$ cat src/rtl/mmpw_pkg.sv
// ----------------------------------------------------------------------------
// mmpw_pkg
// Shared types and constants for the modular matrix power walk counter.
// ----------------------------------------------------------------------------
`default_nettype none
package mmpw_pkg;

  localparam int MMPW_MAX_NODES = 128;
  localparam int MMPW_DW        = 30;
  localparam logic [MMPW_DW-1:0] MMPW_MOD = 30'd1000000009;
  // floor(2^61 / modulus)
  localparam logic [31:0] MMPW_BARRETT = 32'd2305842988;

  localparam logic [1:0] REG_NODES  = 2'd0;
  localparam logic [1:0] REG_SOURCE = 2'd1;
  localparam logic [1:0] REG_TARGET = 2'd2;
  localparam logic [1:0] REG_LENGTH = 2'd3;

  localparam logic OP_ADD_EDGE = 1'b0;
  localparam logic OP_COMPUTE  = 1'b1;

  typedef struct packed {
    logic [7:0]  nodes;
    logic [7:0]  source;
    logic [7:0]  target;
    logic [62:0] length;
  } cfg_t;

  typedef struct packed {
    logic clear;
    logic mul_vld;
    logic red_start;
  } mac_ctl_t;

endpackage
`default_nettype wire

$ cat src/rtl/mmpw_mac.sv
// ----------------------------------------------------------------------------
// mmpw_mac
// Shared multiply-accumulate; each product is reduced modulo the prime by a
// pipelined Barrett estimate and added into a reduced accumulator.
// ----------------------------------------------------------------------------
`default_nettype none
module mmpw_mac
  import mmpw_pkg::*;
(
  input  wire logic               clk,
  input  wire logic               rst_n,
  input  wire mac_ctl_t           ctl,
  input  wire logic [MMPW_DW-1:0] x,
  input  wire logic [MMPW_DW-1:0] y,
  output logic [MMPW_DW-1:0]      res,
  output logic                    done
);

  logic [2*MMPW_DW-1:0] prod_r;
  logic                 pv_r;
  logic [62:0]          qm_r;
  logic [31:0]          lo_r;
  logic                 qv_r;
  logic [31:0]          rem_r;
  logic                 rv_r;
  logic [MMPW_DW-1:0]   red_r;
  logic                 dv_r;
  logic [MMPW_DW-1:0]   acc_r;
  logic                 busy_r;
  logic [30:0]          q;
  logic [31:0]          qp;
  logic [31:0]          rem_sub;
  logic [MMPW_DW:0]     sum;
  logic                 pipe_busy;

  // quotient estimate is at most one short, so one subtract finishes
  assign q         = qm_r[62:32];
  assign qp        = 32'(q) * 32'(MMPW_MOD);
  assign rem_sub   = rem_r - 32'(MMPW_MOD);
  assign sum       = {1'b0, acc_r} + {1'b0, red_r};
  assign pipe_busy = ctl.mul_vld | pv_r | qv_r | rv_r | dv_r;
  assign res       = acc_r;
  assign done      = busy_r & ~pipe_busy;

  always_ff @(posedge clk) begin
    prod_r <= (2*MMPW_DW)'(x) * (2*MMPW_DW)'(y);
    qm_r   <= 63'(prod_r[59:29]) * 63'(MMPW_BARRETT);
    lo_r   <= prod_r[31:0];
    rem_r  <= lo_r - qp;
    red_r  <= (rem_r >= 32'(MMPW_MOD)) ? rem_sub[MMPW_DW-1:0] : rem_r[MMPW_DW-1:0];
    if (ctl.clear) begin
      acc_r <= '0;
    end else if (dv_r) begin
      acc_r <= (sum >= {1'b0, MMPW_MOD}) ? MMPW_DW'(sum - {1'b0, MMPW_MOD}) :
                                           sum[MMPW_DW-1:0];
    end
  end

  always_ff @(posedge clk) begin
    if (!rst_n) begin
      pv_r   <= 1'b0;
      qv_r   <= 1'b0;
      rv_r   <= 1'b0;
      dv_r   <= 1'b0;
      busy_r <= 1'b0;
    end else begin
      pv_r <= ctl.mul_vld;
      qv_r <= pv_r;
      rv_r <= qv_r;
      dv_r <= rv_r;
      if (ctl.red_start) begin
        busy_r <= 1'b1;
      end else if (done) begin
        busy_r <= 1'b0;
      end
    end
  end

endmodule
`default_nettype wire

$ cat config.mk
export PLATFORM = sky130hd
export DESIGN_NAME = mmpw_mac
export DESIGN_NICKNAME = d
export VERILOG_FILES = /design/src/rtl/mmpw_pkg.sv /design/src/rtl/mmpw_mac.sv
export SDC_FILE = /design/constraint.sdc
export NUM_CORES = 2
export LEC_CHECK = 0
export ABC_AREA = 1
export BUFFER_PORTS_ARGS = -buffer_cell sky130_fd_sc_hd__buf_2
export CAP_MARGIN = 15
export CORE_MARGIN = 8
export CORE_UTILIZATION = 35
export DETAILED_ROUTE_END_ITERATION = 8
export PLACE_DENSITY = 0.56
export SYNTH_ARGS = -nofsm -noshare
export SYNTH_HDL_FRONTEND = slang
export SYNTH_SLANG_ARGS = --single-unit
$ cat constraint.sdc
create_clock -name clk -period 8.9 [get_ports clk]
set_clock_uncertainty 0.2 [all_clocks]
set_input_delay 0.445 -clock clk [delete_from_list [all_inputs] [get_ports clk]]
set_output_delay 0.445 -clock clk [all_outputs]
set_load 0.005 [all_outputs]
==> summary.md <==
| Metric | Value |
|---|---|
| Status | `finished with violations` |
| Synth top area cells | `fa_1, ha_1, inv_1` |
| Setup crit end kind | `register` |
| Maximum fanout along the worst path | `7` |
| RSZ-0062 raised after global routing | `no` |
| GRT overflow | `0` |
| Final setup TNS | `0 ps` |
| CP Launch Point | `prod_r[39]` |
| Max clock buf depth | `3` |
| Yosys top cell area share | `0.3932` |
| Minimum clock period | `7625 ps` |
| Dominant cell type by area after synthesis | `fa_1` |
| Initial antenna violation count | `10` |
| Final Cycle Share | `0.8568` |
| R2R Setup Slk | `1270 ps` |
| Cts bufs inserted | `26` |
| Post-synth net total | `10104` |
| CTS root buf | `clkbuf_16` |
| DRC viols | `1` |
| RR Startpoint | `prod_r[39]` |
| Layout fillers | `18895` |
| CTS sink cnt | `220` |
| Relative slew slack | `0.2984` |
| Hold Crit Class | `reg -> reg` |
| Synth cell types | `49` |
| Final GP Congestion | `0.9419` |
| Final hold vios | `0` |
| First-pass GRT wire length | `288500 um` |
| WL/cell | `17.65 um` |
| Die X | `443.3 um` |
| Top Ports | `96` |
| Share of flip-flops with an asynchronous set or reset | `0` |
| Multi-input combinational cell area | `49490 um2` |
| Top FF cell, synth | `dfxtp_1` |
| FF+latch area | `4405 um2` |
| YS warnings | `0` |
| Max-Cap Viols | `0` |
| Routed WL | `181600 um` |
| Number of global-route vias before repair | `51000` |
| Chip height | `443.3 um` |
| Post-Syn Instances | `7894` |
| Cell area after synthesis | `63900 um2` |
| Number of port buffers | `95` |
| Die Area | `196500 um2` |
| Detailed Place HPWL | `157300 um` |
| Failing checks | `DRC` |
| CTS clk-pin slew, worst paths | `60 ps` |
| Vias per inst | `4.673` |
| Core box area | `182300 um2` |
| Crit path capture | `qm_r[60]` |
| FF-to-FF End | `qm_r[60]` |
| Yosys reg bits | `220` |
| Initial drt markers | `2998` |
| TritonCTS clock tree | `built` |
| Startpoint types | `register` |
| 1st-pass router iterations | `7` |
| Number of flops mapped to enable cells by yosys | `0` |
| Layout net count | `10093` |
| Initial Util | `0.3505` |
| CP required | `9160 ps` |
| Slew @ Worst Pin | `1051 ps` |
| FP Rows | `157` |
| Register area share after synthesis | `0.06893` |
| Total number of vias | `48086` |
| Max Clk Rate | `131.1 MHz` |
| H-tree depth | `1` |
| Crit path DAT | `7890 ps` |
| Final Slew Violations | `0` |
| Final setup vio count | `0` |
| Post-route ant nets | `0` |
| Pin count of the biggest net entering global routing | `60` |
| Clk Latency, worst-skew pair | `550 ps` |
| Post-cts resize count | `0` |
| Setup CP Type | `reg -> reg` |
| Layout area overhead | `6.401%` |
| Total GRT Usage | `0.1837` |
| R2R depth | `24` |
| Syn Area/Cell | `8.094 um2` |
| Layout cell share with drive strength beyond 1 | `0.03442` |
==> what timing repair did <==
item / in CTS / in global routing
hold buffers: 5 / 0
hold endpoints to repair: 5 / 0
setup buffers: 0 / 0
==> state kept, by name (all words and copies together) (netlist names), 30 cells and up <==
register	flops
rem_r	32
red_r	30
res	30
qm_r	31
lo_r	32
prod_r	60
==> layout by cell type (no fill, tap or decap), types with 4 or more instances in the layout <==
| cell | Yosys | layout |
|---|---|---|
| o221ai_1 | 6 | 6 |
| o21bai_1 | 12 | 12 |
| o211ai_1 | 6 | 6 |
| buf_4 | 2 | 62 |
| nand4_1 | 52 | 52 |
| clkbuf_16 | 0 | 26 |
| inv_2 | 22 | 22 |
| a21boi_0 | 4 | 4 |
| a21oi_1 | 201 | 201 |
| dlygate4sd3_1 | 0 | 5 |
| nand2_2 | 14 | 14 |
| nor3_1 | 28 | 28 |
| or2_2 | 4 | 4 |
| nand3_1 | 159 | 159 |
| nand2_1 | 1616 | 1616 |
| nand3_2 | 6 | 6 |
| dfxtp_1 | 220 | 219 |
| a221oi_1 | 6 | 6 |
| xor2_1 | 132 | 132 |
| buf_2 | 5 | 95 |
| o21ai_0 | 118 | 118 |
| nand3b_1 | 5 | 5 |
| o21a_1 | 15 | 15 |
| nor2_2 | 15 | 15 |
| and2_1 | 6 | 6 |
| inv_1 | 2432 | 2432 |
| a21o_1 | 26 | 26 |
| a31oi_1 | 38 | 38 |
| ha_1 | 890 | 890 |
| nor4_1 | 12 | 12 |
| fa_1 | 1255 | 1255 |
| nor2_1 | 301 | 301 |
| clkinv_2 | 0 | 6 |
| xnor2_1 | 66 | 66 |
==> stage by stage <==
step	area [um2]	hold WS [ps]	worst slack, ps	util	cells
finish	67990	124.2	1275	0.3729	10291
global route	67990	132.8	903.9	0.3729	10291
CTS	67980	125.8	1255	0.3729	10288
detailed placement	67040	112.1	834.9	0.3678	10235
global placement	67040	111.1	860.9	0.3678	10235
floorplan	63900	109.6	1920	-	7894
==> synth_stat cells, types with 52 or more instances <==
master and instances:
a21oi_1 201, clkbuf_1 192, dfxtp_1 220, fa_1 1255, ha_1 890, inv_1 2432, nand2_1 1616, nand3_1 159
nand4_1 52, nor2_1 301, o21ai_0 118, xnor2_1 66, xor2_1 132
==> kinds of logic after synthesis <==
group | share of synthesized area
flops | 0.06893
compound gates | 0.03979
buf+inv | 0.1566
xor+xnor | 0.02714
fa+ha+maj | 0.5675
simple gates | 0.1401
==> worst min-delay path by stage <==
stage	startpoint	endpoint	slack [ps]	depth (start not counted)
floorplan	prod_r[0]	lo_r[0]	110	0
global placement	prod_r[3]	lo_r[3]	110	0
detailed placement	prod_r[13]	lo_r[13]	110	0
CTS	prod_r[8]	lo_r[8]	130	0
global route	prod_r[13]	lo_r[13]	130	0
finish	prod_r[4]	lo_r[4]	120	0
==> worst max-delay path, stage by stage, from the launching register on <==
cell and delay (ps):
dfxtp_1 760, inv_1 310, fa_1 590, inv_1 90
fa_1 390, fa_1 410, fa_1 600, fa_1 450
fa_1 500, fa_1 490, inv_1 50, fa_1 490
inv_1 40, ha_1 300, nand2_1 90, o21ai_0 250
a21oi_1 110, o211ai_1 170, a21oi_1 110, o21ai_0 580
nand2_1 100, nand2_1 160, nand2_1 70, nand2_1 70
xor2_1 160
==> layer usage <==
metal  vias up  wire (um)  track usage
met5         -         12            0
met2      1338      86300       0.3153
met4         2       5687      0.04955
met3       224       9566      0.02070
li1      22869          -            -
met1     23653      80050       0.2465
==> cell type report <==
cell class,instances,share of cell area
clock inverter,17,0.002853
inverter,2457,0.1357
sequential,220,0.06480
tap,2385,0.04389
timing repair buffer,162,0.01458
clock buffer,31,0.01014
antenna,3,0.0001104
multi-input combinational,5016,0.7280
Power is left out: the tool's default activity adds up to more than one toggle a clock period on the data nets, which glitch-free logic cannot reach.
