`src/rtl/mmpw_pkg.sv`:
```
// ----------------------------------------------------------------------------
// mmpw_pkg
// Shared types and constants for the modular matrix power walk counter.
// ----------------------------------------------------------------------------
`default_nettype none
package mmpw_pkg;

  localparam int MMPW_MAX_NODES = 128;
  localparam int MMPW_DW        = 30;
  localparam logic [MMPW_DW-1:0] MMPW_MOD = 30'd1000000009;
  // floor(2^61 / modulus)
  localparam logic [31:0] MMPW_BARRETT = 32'd2305842988;

  localparam logic [1:0] REG_NODES  = 2'd0;
  localparam logic [1:0] REG_SOURCE = 2'd1;
  localparam logic [1:0] REG_TARGET = 2'd2;
  localparam logic [1:0] REG_LENGTH = 2'd3;

  localparam logic OP_ADD_EDGE = 1'b0;
  localparam logic OP_COMPUTE  = 1'b1;

  typedef struct packed {
    logic [7:0]  nodes;
    logic [7:0]  source;
    logic [7:0]  target;
    logic [62:0] length;
  } cfg_t;

  typedef struct packed {
    logic clear;
    logic mul_vld;
    logic red_start;
  } mac_ctl_t;

endpackage
`default_nettype wire

```
`src/rtl/mmpw_cfg.sv`:
```
// ----------------------------------------------------------------------------
// mmpw_cfg
// APB-style register file: node count, source, target, walk length.
// ----------------------------------------------------------------------------
`default_nettype none
module mmpw_cfg
  import mmpw_pkg::*;
(
  input  wire logic        clk,
  input  wire logic        rst_n,
  input  wire logic        psel,
  input  wire logic        penable,
  input  wire logic        pwrite,
  input  wire logic [4:0]  paddr,
  input  wire logic [63:0] pwdata,
  output logic [63:0]      prdata,
  output logic             pready,
  output cfg_t             cfg
);

  cfg_t       cfg_r;
  logic [1:0] idx;
  logic       wr;

  assign idx    = paddr[4:3];
  assign wr     = psel & penable & pwrite;
  assign pready = 1'b1;
  assign cfg    = cfg_r;

  always_ff @(posedge clk) begin
    if (!rst_n) begin
      cfg_r.nodes  <= 8'd1;
      cfg_r.source <= 8'd1;
      cfg_r.target <= 8'd1;
      cfg_r.length <= '0;
    end else if (wr) begin
      case (idx)
        REG_NODES:  cfg_r.nodes  <= pwdata[7:0];
        REG_SOURCE: cfg_r.source <= pwdata[7:0];
        REG_TARGET: cfg_r.target <= pwdata[7:0];
        REG_LENGTH: cfg_r.length <= pwdata[62:0];
        default: ;
      endcase
    end
  end

  always_comb begin
    case (idx)
      REG_NODES:  prdata = {56'd0, cfg_r.nodes};
      REG_SOURCE: prdata = {56'd0, cfg_r.source};
      REG_TARGET: prdata = {56'd0, cfg_r.target};
      REG_LENGTH: prdata = {1'b0, cfg_r.length};
      default:    prdata = '0;
    endcase
  end

endmodule
`default_nettype wire

```
`config.mk`:
```
export PLATFORM = sky130hd
export DESIGN_NAME = mmpw_cfg
export DESIGN_NICKNAME = d
export VERILOG_FILES = /design/src/rtl/mmpw_pkg.sv /design/src/rtl/mmpw_cfg.sv
export SDC_FILE = /design/constraint.sdc
export NUM_CORES = 1
export LEC_CHECK = 0
export BUFFER_PORTS_ARGS = -buffer_cell sky130_fd_sc_hd__buf_4
export CAP_MARGIN = 20
export CORE_UTILIZATION = 44
export CTS_CLUSTER_DIAMETER = 60
export DETAILED_ROUTE_END_ITERATION = 10
export PLACE_DENSITY = 0.82
export RECOVER_POWER = 25
export SYNTH_ARGS = -nofsm -noshare
export SYNTH_HDL_FRONTEND = slang
export SYNTH_SLANG_ARGS = --single-unit
```
`constraint.sdc`:
```
create_clock -name clk -period 1.4 [get_ports clk]
set_clock_uncertainty 0.05 [all_clocks]
set_input_delay 0.21 -clock clk [delete_from_list [all_inputs] [get_ports clk]]
set_output_delay 0.21 -clock clk [all_outputs]
set_load 0.01 [all_outputs]
```
==> results of run 1 <==
cell usage in the layout, fill, tap and decap left out:
cell type   netlist  layout
buf_4             4     239
nand2_1         148     148
mux2i_1          87      87
dfxtp_1          87      63
and3_1           55      55
dfxtp_2           0      24
clkbuf_8          0      11
buf_6             1      10
mux4_2            8       8
nor2b_1           4       4
clkbuf_1         18       4
buf_12            0       4
clkbuf_4          0       3
conb_1            2       2
bufinv_16         0       2
nand3_1           0       1
or3b_1            1       1
nor3b_1           1       1
nor2_1            0       1
nor3_4            1       1
clkinvlp_4        0       1
clkbuf_2          0       1
layer usage:
metal  up-vias  wire length (um)  track usage
li1       1913                 -            -
met1      1844              4750        0.277
met2       165              6010        0.441
met3        17               738       0.0422
met4         0               198       0.0851
met5         -                 0            0
where the power goes:
| group | leakage [uW] | internal [uW] | total, uW | switching [uW] |
|---|---|---|---|---|
| logic | 0.00223 | 290 | 557 | 267 |
| clock network | 0.000108 | 1080 | 1930 | 845 |
| registers | 0.000713 | 2510 | 2530 | 24.3 |
through the flow:
step	worst slack, ns	util	instance area [um2]
3_5_place_dp	-0.0419	0.653	5750
5_1_grt	-0.188	0.702	6180
2_1_floorplan	0.202	-	4040
4_1_cts	-0.165	0.703	6190
3_3_place_gp	-0.00717	0.653	5750
6_report	-0.147	0.702	6180
cell type report:
cell class,count,area [um2],area share
repair buffers,261,2030,0.328
multi-input cells,309,2020,0.328
flip-flops and latches,87,1770,0.287
clock buffers,11,151,0.0245
well taps,108,135,0.0219
clock inverters,3,67.6,0.0109
final timing paths:
| kind | from | end | slack, ns | cells after the start |
|---|---|---|---|---|
| worst max-delay path | cfg[2] | prdata[2] | -0.15 | 2 |
| worst min-delay path | pwdata[19] | cfg[19] | 0.06 | 3 |
| worst max register to register | cfg[6] | cfg[6] | 0.53 | 4 |
| worst min register to register | cfg[27] | cfg[27] | 0.42 | 2 |
kinds of logic (layout without fill, tap and decap cells):
family                 count (synthesis)  after routing  synth area share
flip-flops                            87             87             0.431
buffers and inverters                 41            275            0.0641
multiplexers                          95             95             0.260
AND/OR/NAND/NOR                      212            212             0.242
other                                  2              2           0.00186
critical path, cell delays in order (launching register included):
cell     delay (ns)
dfxtp_2        0.33
mux4_2         0.48
buf_6          0.14
synth_stat cells:
cell      count  area [um2]
dfxtp_1      87        1740
clkbuf_1     18        67.6
buf_8         6        90.1
nand3_2       1        10.0
nor2b_1       4        25.0
conb_1        2        7.51
buf_6         1        11.3
mux2i_1      87         871
buf_2        12        60.1
mux4_2        8         180
nor3_4        1        16.3
and3_1       55         344
buf_4         4        30.0
nand2_1     148         556
or3b_1        1        8.76
nor2_4        1        11.3
nor3b_1       1        7.51
what timing repair did:
action,4_1_cts,5_1_grt
endpoints found under the setup margin,8,8
setup buffers,21,5
hold buffers,0,0
gates resized for setup,32,4
==> results.sh, run 1 <==
export IMPL_status="finished with violations"
export IMPL_violations="DRC, setup timing"
export IMPL_antenna_left=0
export IMPL_diodes=0
export IMPL_cts_buffers=9
export IMPL_grt_overflow=0
export IMPL_dieArea_mm2=0.00956
export IMPL_worstSkewPairLatency_ns=0.34
export IMPL_cp_arrival_ns=1.29
export IMPL_worstSetupStartpointType="flop"
export IMPL_peakVddDrop_uv=476
export IMPL_vias_per_cell=5.06
export IMPL_worstMarginPinSlew_ns=0.642
export IMPL_io_pins=226
export IMPL_finalNonFillerCells=779
export IMPL_leakagePower_uw=0.00305
export IMPL_first_pass_iters=8
export IMPL_max_slew_margin_rel=0.572
export IMPL_drt_iter0_drc=148
export IMPL_drt_drc_violations_left=28
export IMPL_die_h_um=97.8
export IMPL_wl_per_cell_um=15.0
export IMPL_report_final_setup_viol=8
export IMPL_cts_buffer_depth=2
export IMPL_hpwl_mm=8.36
export IMPL_hold_viol=0
export IMPL_max_freq_mhz=646
export IMPL_power_density_mw_per_mm2=812
export IMPL_syn_to_final_growth_pct=53.1
export IMPL_fin_setup_tns_ns=-1.11
export IMPL_post_place_cells=739
export IMPL_slew_violations=0
export IMPL_fin_ws_ns=-0.147
export IMPL_cp_data_required_time_ns=1.14
export IMPL_yosysUniqueCellTypes=17
export IMPL_ys_seq_area_frac=0.431
export IMPL_crit_type="reg2out"
export IMPL_clock_sinks=87
export IMPL_crit_fanout=2
export IMPL_netlist_instances=437
export IMPL_cap_violations=0
export IMPL_rsz0062_at_grt="yes"
export IMPL_cts_root_buf="clkbuf_8"
export IMPL_antenna_found_initial=0
export IMPL_grt_pass1_vias=3872
export IMPL_min_path_type="in2reg"
export IMPL_grt_pass1_wl_mm=18.4
export IMPL_io_buffers=219
export IMPL_total_power_uw=5020
export IMPL_num_nets_final=742
export IMPL_synth_avg_cell_area_um2=9.24
export IMPL_grt_usage=0.239
export IMPL_coreArea_mm2=0.00881
export IMPL_nFillCells=666
export IMPL_initial_core_util=0.459
export IMPL_synth_warning_count=0
export IMPL_worst_setup_path_end_kind="output port"
export IMPL_fin_crit_sh=1.10
export IMPL_place_congestion=0.777
export IMPL_finalCriticalPeriod_ns=1.55
export IMPL_row_count=34
export IMPL_cts_tree="yes"
export IMPL_synth_nets=511
export IMPL_routed_wirelength_mm=11.7
export IMPL_htreeDepth=3
export IMPL_largest_reg_flops=87
export IMPL_vias=3939
export IMPL_synthesis_area_mm2=0.00404
export IMPL_grt_max_degree=65
export IMPL_whs_ns=0.0556
export IMPL_die_w_um=97.8
export IMPL_clk_pin_slew_ns=0.09
export IMPL_synth_seq_cells=87
export IMPL_drive_gt1_frac=0.453
No activity file was read; power rests on OpenSTA's default activity.
==> run 2, diff against run 1 <==
--- a/config.mk
+++ b/config.mk
@@ -7,10 +7,11 @@
 export LEC_CHECK = 0
 export BUFFER_PORTS_ARGS = -buffer_cell sky130_fd_sc_hd__buf_4
 export CAP_MARGIN = 20
-export CORE_UTILIZATION = 44
+export CORE_ASPECT_RATIO = 2
+export CORE_UTILIZATION = 40
 export CTS_CLUSTER_DIAMETER = 60
 export DETAILED_ROUTE_END_ITERATION = 10
-export PLACE_DENSITY = 0.82
+export PLACE_DENSITY = 0.78
 export RECOVER_POWER = 25
 export SYNTH_ARGS = -nofsm -noshare
 export SYNTH_HDL_FRONTEND = slang
==> constraint.sdc (replaced) <==
create_clock -name clk -period 1.3 [get_ports clk]
set_clock_uncertainty 0.05 [all_clocks]
set_input_delay 0.195 -clock clk [delete_from_list [all_inputs] [get_ports clk]]
set_output_delay 0.195 -clock clk [all_outputs]
set_load 0.01 [all_outputs]
==> run 2 against run 1 <==
  * Worst hold slack better by 0.0033 ns
  * The flow finishes with violations (setup timing)
  * Cell area grew 2.8%
  * Highest routed layer unchanged
  * Largest power group is now clock
  * First-iteration DRC count rose by 26%
  * Sequential power grew 8%
  * Sequential share of layout area down 0.65 points
  * Die area rose by 10%
  * Count of clock-buffer cells in the layout stayed put
  * Global-route usage fell by 1.4 points
  * Critical path type unchanged
  * Non-clock buffer count rose by 4
  * Critical path depth stayed put
  * Total power increased by 25%
==> results.sh, run 2 (same netlist as run 1, synthesis figures left out) <==
export IMPL_grt_usage=0.225
export IMPL_power_density_mw_per_mm2=983
export IMPL_dp_slack_ns=-0.139
export IMPL_dieArea_mm2=0.0105
export IMPL_antenna_left=0
export IMPL_final_area_mm2=0.00635
export IMPL_io_pins=226
export IMPL_clock_sinks=87
export IMPL_initial_core_util=0.414
export IMPL_max_freq_mhz=657
export IMPL_num_nets_final=746
export IMPL_hold_buffers=0
export IMPL_worstSkewPairLatency_ns=0.33
export IMPL_row_count=51
export IMPL_vias=3976
export IMPL_rsz0062_at_grt="yes"
export IMPL_antenna_found_initial=0
export IMPL_cp_arrival_ns=1.28
export IMPL_netSwitchingFraction=0.216
export IMPL_slew_violations=0
export IMPL_drt_drc_violations_left=0
export IMPL_first_pass_iters=4
export IMPL_diodes=0
export IMPL_worst_setup_path_end_kind="output port"
export IMPL_htreeDepth=3
export IMPL_hpwl_mm=8.77
export IMPL_largest_reg_flops=87
export IMPL_path_buf_inv=1
export IMPL_wl_per_cell_um=15.2
export IMPL_leakagePower_uw=0.00311
export IMPL_power_switching_uw=1350
export IMPL_fin_ws_ns=-0.222
export IMPL_peakVddDrop_uv=650
export IMPL_hold_viol=0
export IMPL_hp_start="pwdata[27]"
export IMPL_clk_pin_slew_ns=0.06
export IMPL_cts_tree="yes"
export IMPL_p_seq_frac=0.437
export IMPL_report_final_setup_viol=9
export IMPL_cp_slowest_cell="mux4_2"
export IMPL_grt_util_met1=0.233
export IMPL_grtUsageMet3=0.0404
export IMPL_cpLargestDelayFamily="multiplexers"
export IMPL_worstSetupStartpointType="flop"
export IMPL_fin_crit_sh=1.17
export IMPL_grt_max_degree=65
export IMPL_cts_root_buf="clkbuf_16"
export IMPL_place_congestion=0.828
export IMPL_routed_wirelength_mm=12.3
export IMPL_place_area_mm2=0.00587
export IMPL_gr_usage_met2=0.409
export IMPL_crit_type="reg2out"
export IMPL_globalRoute_busiestLayer="met2"
export IMPL_p_int_uw=4900
export IMPL_drive_gt1_frac=0.462
export IMPL_worstHoldPathCells=3
export IMPL_layout_commonest_cell="buf_4"
export IMPL_critical_path_depth=2
export IMPL_die_h_um=144
export IMPL_die_w_um=73.0
export IMPL_cp_data_required_time_ns=1.05
export IMPL_min_path_type="in2reg"
export IMPL_cap_violations=0
export IMPL_crit_path_cell_trace="mux4_2, buf_6"
export IMPL_status="finished with violations"
export IMPL_coreArea_mm2=0.00976
export IMPL_io_buffers=219
export IMPL_final_cell_mix="238 x buf_4, 148 x nand2_1, 87 x mux2i_1"
export IMPL_vias_per_cell=4.91
export IMPL_critPathLaunch="cfg[5]"
export IMPL_grt_overflow=0
export IMPL_combinationalPowerShare=0.096
export IMPL_finalCriticalPeriod_ns=1.52
export IMPL_grt_pass1_vias=3844
export IMPL_reg2reg_depth=4
export IMPL_crit_fanout=2
export IMPL_cts_buffers=9
export IMPL_cts_buffer_depth=2
export IMPL_drt_iter0_drc=187
export IMPL_pwr_share_clk=0.467
export IMPL_grt_pass1_wl_mm=18.1
export IMPL_timing_rr_start="cfg[3]"
export IMPL_cpPeakStageDelay_ns=0.48
export IMPL_violations="setup timing"
export IMPL_syn_to_final_growth_pct=57.4
-- run 2: final cells by class --
type                       instances  area, um2
timing repair buffer             265       2060
clock buffer                      11        233
sequential                        87       1780
tap                              132        165
clock inverter                     5        106
multi-input combinational        309       2010
fill                             799       3410
-- run 2: per-layer routing --
layer / vias up / wire (um)
met2: 160 / 6780
met4: 0 / 445
met5: - / 0
met3: 28 / 569
met1: 1871 / 4470
li1: 1917 / -
-- run 2: through the flow --
stage	instances	utilization	power (uW)	TNS, ns	hold WS (ns)
2_1_floorplan	437	-	3070	0	0.287
3_3_place_gp	771	0.602	3360	-2.90	0.402
3_5_place_dp	771	0.602	3380	-5.29	0.409
4_1_cts	807	0.658	6310	-1.72	0.0475
5_1_grt	809	0.651	6470	-2.83	0.0507
6_report	809	0.651	6250	-1.63	0.0589
-- run 2: worst reg2reg max path: cells and delay by family, from the launching register on --
kind,cells,cell delay (ns)
mux,1,0.07
flops,1,0.32
buf+inv,2,0.25
simple gates,1,0.05
-- run 2: repair_timing --
| item | CTS | global route |
|---|---|---|
| resized for setup | 31 | 11 |
| setup buffers | 20 | 2 |
| setup endpoints to repair | 8 | 33 |
-- run 2: final timing paths --
kind / to / slack, ns
max: prdata[5] / -0.22
min: cfg[27] / 0.06
max reg2reg: cfg[3] / 0.43
min reg2reg: cfg[64] / 0.41
-- run 2: power groups by stage --
stage          clock network, uW  registers, uW  logic, uW
6_report                    2920           2730        601
5_1_grt                     3090           2730        650
4_1_cts                     2970           2730        614
3_5_place_dp                   0           2790        594
3_3_place_gp                   0           2790        577
2_1_floorplan                  0           2800        271
